**src/rtl/btl_pkg.sv**
```systemverilog
package btl_pkg;

    // Fixed widths of the ports.
    localparam int PRICE_W    = 24;
    localparam int INDEX_W    = 12;
    localparam int THRESH_W   = 23;
    localparam int LABEL_W    = 2;
    localparam int FEE_W      = 16;
    localparam int PM_W       = 10;
    localparam int CFG_IDX_W  = 2;
    localparam int CFG_DATA_W = 16;

    // Sample values in 1/16 units before conversion to the stored format.
    localparam int RAW_W = 27;

    // Search bounds in 1/16 units.
    localparam int TOP_SIXTEENTHS  = 8000440;
    localparam int HALF_SIXTEENTHS = 8;

    // Register reset values.
    localparam logic [FEE_W-1:0] FEE_RESET = 16'd4;
    localparam logic [PM_W-1:0]  PM_RESET  = 10'd64;

    // Register indexes.
    localparam logic [CFG_IDX_W-1:0] CFG_FEE = 2'd0;
    localparam logic [CFG_IDX_W-1:0] CFG_PM  = 2'd1;

    // Function codes.
    localparam logic FUNC_LOAD  = 1'b0;
    localparam logic FUNC_QUERY = 1'b1;

    // Label codes.
    localparam logic [LABEL_W-1:0] LABEL_HOLD = 2'd0;
    localparam logic [LABEL_W-1:0] LABEL_BUY  = 2'd1;
    localparam logic [LABEL_W-1:0] LABEL_SELL = 2'd2;

    typedef enum logic [2:0] {
        ST_IDLE,
        ST_QUERY,
        ST_CHECK,
        ST_MARGIN,
        ST_SCAN,
        ST_DRAIN,
        ST_DECIDE
    } state_t;

    // Controls from the sequencer to the tally unit.
    typedef struct packed {
        logic clear;
        logic issue;
    } tally_ctrl_t;

endpackage

```
**src/rtl/btl_tally.sv**
```systemverilog
module btl_tally #(
    parameter int DW   = 27,
    parameter int LW   = 23,
    parameter int CW   = 29,
    parameter int CNTW = 13
) (
    input  logic                  aclk,
    input  logic                  aresetn,
    input  btl_pkg::tally_ctrl_t  ctrl,
    input  logic [DW-1:0]         ask_data,
    input  logic [DW-1:0]         bid_data,
    input  logic [LW-1:0]         mid,
    input  logic signed [CW-1:0]  sell_line,
    output logic                  buy_wins
);

    logic            valid_reg;
    logic [CNTW-1:0] buys_reg;
    logic [CNTW-1:0] sells_reg;
    logic            is_buy;
    logic            is_sell;

    // Read data arrives in the cycle after the address was issued.
    assign is_buy  = $signed(CW'($signed(ask_data))) < $signed(CW'(mid));
    assign is_sell = $signed(CW'($signed(bid_data))) > sell_line;

    always_ff @(posedge aclk) begin
        if (!aresetn) begin
            valid_reg <= 1'b0;
            buys_reg  <= '0;
            sells_reg <= '0;
        end else begin
            valid_reg <= ctrl.issue;
            if (ctrl.clear) begin
                buys_reg  <= '0;
                sells_reg <= '0;
            end else if (valid_reg) begin
                buys_reg  <= buys_reg + CNTW'(is_buy);
                sells_reg <= sells_reg + CNTW'(is_sell);
            end
        end
    end

    assign buy_wins = buys_reg > sells_reg;

endmodule

```
**config.mk**
```make
export PLATFORM = sky130hd
export DESIGN_NAME = btl_tally
export DESIGN_NICKNAME = d
export VERILOG_FILES = /design/src/rtl/btl_pkg.sv /design/src/rtl/btl_tally.sv
export SDC_FILE = /design/constraint.sdc
export NUM_CORES = 1
export LEC_CHECK = 0
export BUFFER_PORTS_ARGS = -buffer_cell sky130_fd_sc_hd__clkbuf_2
export CAP_MARGIN = 30
export CORE_MARGIN = 2
export CORE_UTILIZATION = 45
export CTS_CLUSTER_SIZE = 24
export DETAILED_ROUTE_END_ITERATION = 8
export GPL_ROUTABILITY_DRIVEN = 1
export GPL_TIMING_DRIVEN = 0
export HOLD_SLACK_MARGIN = 0.05
export PLACE_DENSITY = 0.77
export SYNTH_ARGS = -nofsm -noshare
export SYNTH_HDL_FRONTEND = slang
export SYNTH_SLANG_ARGS = --single-unit
```
**constraint.sdc**
```tcl
create_clock -name aclk -period 4 [get_ports aclk]
set_input_delay 1.2 -clock aclk [delete_from_list [all_inputs] [get_ports aclk]]
set_output_delay 1.2 -clock aclk [all_outputs]
set_load 0.03 [all_outputs]
```
==> out/results.ini <==
[outcome]
outcome = finished, final reports clean

[logic_synthesis]
yosysTopAreaCellShare = 0.3092
share_of_synthesized_flip_flops_with_an_asynchronous_set_or_reset = 0
distinct_cells_synth = 40
syn_area_per_cell_sq_um = 7.975
netlist.top_cell.by_area = sky130_fd_sc_hd__ha_1
synth_edf_count = 0
synth.yosys.seq_area_share = 0.1965
synth-main-ff-cell = sky130_fd_sc_hd__dfxtp_1
synth.area.top_cells = sky130_fd_sc_hd__ha_1, sky130_fd_sc_hd__dfxtp_1, sky130_fd_sc_hd__inv_1
number_of_warning_messages_in_the_yosys_log = 0
synth_nets = 523
ys_seq_elements = 27
mappedNetlistArea_sq_mm = 0.002751
synthCells = 345

[cts]
htreeDepth = 1
cts_tree = yes
clockRootBuffer = sky130_fd_sc_hd__clkbuf_8
clock_latency_ns = 0.27
numClockSinks = 27
tritoncts.num_buffers = 3
clk_transition_reported_paths_ns = 0.09
cts_max_path_buffers = 2

[timing]
period_minus_slack_ns = 3.832
fin_hold_ws_ns = 0.5426
maxSlewViolCount = 0
hold_vio_cnt_final = 0
final.period_utilization = 0.9579
measured_slew_at_the_worst_slew_check_pin_ns = 0.4323
final.setup_skew_ns = 0.003118
grt_setup_unrepaired = false
setup_viol = 0
fmaxAchievable_mhz = 261.0
max_slew_margin = 0.7118

[drt]
avgRoutedWirePerCell_um = 11.11
detail_route.iter0.violations = 42
number_of_iterations_in_the_first_detailed_routing_pass = 4
route.final.wire_length_um = 5942
route.vias.total = 2625
route.detailed.drc = 0
detail-route-antenna-nets = 0
vias_per_cell = 4.907

[final_layout]
most-common-layout-cells = sky130_fd_sc_hd__clkbuf_2, sky130_fd_sc_hd__ha_1, sky130_fd_sc_hd__inv_1, sky130_fd_sc_hd__nor2_1, sky130_fd_sc_hd__dfxtp_1
antenna_cells = 0
finalNetCount = 639
synthToLayoutAreaGrowth_pct = 25.92
layout-drive-gt1-share = 0.2717
mostFrequentLayoutCell = sky130_fd_sc_hd__clkbuf_2
design_area_sq_mm = 0.003465

[global_routing]
grt_antenna_before_repair = 0
first_global_vias = 2400
global_route_wire_length_before_repair_um = 9232
gr-total-overflow = 0
grt_start_max_net_pins = 15
groute.usage.overall = 0.1685

[critical_path]
cp.required_ns = 4.15
r2r_endpoint = sells_reg[12]$_SDFFE_PP0P_
reg2regPathDepth = 7
setup.reg_to_reg.worst_slack_ns = 2.40
cp-startpoint = sell_line[6]
cpPeakStageDelay_ns = 0.33
timing.critical_path.slowest_stage_cell = sky130_fd_sc_hd__a221o_1
worst-endpoint-arrival_ns = 3.98
critical_path.cell_chain = clkbuf_2, inv_1, ha_1, a21o_1, a221o_1, a221oi_2, o21ai_1, a21oi_2, mux2_4, ha_1, and3_4, nor3b_4, and3_4, nand3_1, xnor2_1, nor2_1
r2r_startpoint = sells_reg[0]$_SDFFE_PP0P_
cp_max_fo = 4
worst_setup_path_start_kind = primary input
worstSetupPathType = in -> reg
critical_path.endpoint_type = register
worst_setup_ep = sells_reg[12]$_SDFFE_PP0P_

[floorplanning]
die_w_um = 82.20
full_die_area_sq_mm = 0.006756
floorplan.initialDensity = 0.4647
floorplan.core_area_sq_mm = 0.005921
num_io_pins = 111
die_h_um = 82.20
rows = 28

[min_path]
min_path_type = reg -> reg

[place]
dp.final_hpwl_um = 5311
place_area_sq_mm = 0.003396
io_buffers = 110
gp_congestion = 0.7843

[power_and_ir_drop]
p_per_area_mw_per_mm2 = 175.3
static-leakage-power_nw = 1.940
irDropWorstVdd_mv = 0.1965

[job]
max_cap_violations = 0

## cells by family (layout without fill, tap and decap cells)
family,Yosys count,in the layout,synth area share
xor gates and xnor gates,23,23,0.07321
adders and majority gates,68,68,0.3092
DFF,27,27,0.1965
and+or+nand+nor,99,99,0.1837
AOI/OAI and AO/OA,55,55,0.1269
buffers and inverters,69,184,0.09550
muxes,4,4,0.01501
## report_power, final
group          switching (mW)  total [mW]  leakage [nW]  internal [mW]
registers            0.000791       0.271         0.218          0.270
logic                  0.0866       0.187          1.70          0.100
clock network          0.0788       0.150        0.0228         0.0713
## metal layers
metal  GRT usage  routed length (um)
met5           0                   0
met4     0.04000                  46
met3     0.01413                 279
met2      0.3323                3034
met1      0.1927                2582
## worst max-delay path: cells and delay by family
kind	cells	cell delay [ns]
xor gates and xnor gates	1	0.12
AOI/OAI and AO/OA	5	1.08
adders and majority gates	2	0.47
muxes	1	0.32
and+or+nand+nor	5	0.67
buffers and inverters	2	0.11
## repair_timing
item / CTS / global route
setup buffers: 0 / 1
resized for setup: 0 / 7
setup endpoints to repair: 0 / 3
hold buffers: 0 / 0
## stage by stage
step / setup WS (ns) / TNS, ns / util / power (mW) / std cells
final: 0.1682 / 0 / 0.5852 / 0.6074 / 535
after CTS: 0.03356 / 0 / 0.5812 / 0.6156 / 534
after global placement: -0.2014 / -0.4937 / 0.5735 / 0.4554 / 530
after floorplan: 0.07656 / 0 / - / 0.3831 / 345
after detailed placement: -0.2363 / -0.6375 / 0.5735 / 0.4637 / 530
after global routing: 0.02720 / 0 / 0.5852 / 0.6565 / 535
## cell type report
type	count	area (sq um)
fillers	553	2456
multi-input cells	249	1964
repair buffers	111	558.0
flip-flops and latches	27	540.5
inverters	65	244.0
well taps	75	93.84
clock buffers	4	45.04
plain buffers	4	18.77
## how the worst min path moves through the flow
stage	startpoint	to	cells past startpoint
floorplan	buys_reg[12]$_SDFFE_PP0P_	buys_reg[12]$_SDFFE_PP0P_	2
global placement	buys_reg[12]$_SDFFE_PP0P_	buys_reg[12]$_SDFFE_PP0P_	2
detailed placement	buys_reg[12]$_SDFFE_PP0P_	buys_reg[12]$_SDFFE_PP0P_	2
CTS	buys_reg[0]$_SDFFE_PP0P_	buys_reg[0]$_SDFFE_PP0P_	2
global route	sells_reg[0]$_SDFFE_PP0P_	sells_reg[0]$_SDFFE_PP0P_	2
finish	buys_reg[0]$_SDFFE_PP0P_	buys_reg[0]$_SDFFE_PP0P_	2
## Yosys cell counts, drive strengths merged (2+ instances only)
cell type  number
nand4          12
a211oi          2
nand2b          3
mux2i           3
o21ai          11
nor2           30
o21a            4
nor2b           3
and2            3
nor3b           2
nand2          18
inv            65
a21o           10
and3            5
and4            2
a21oi          21
xnor2          13
nor3            5
nor4            2
xor2           10
ha             68
clkbuf          3
nand3          12
dfxtp          27
Power figures use the tool's default switching activity.
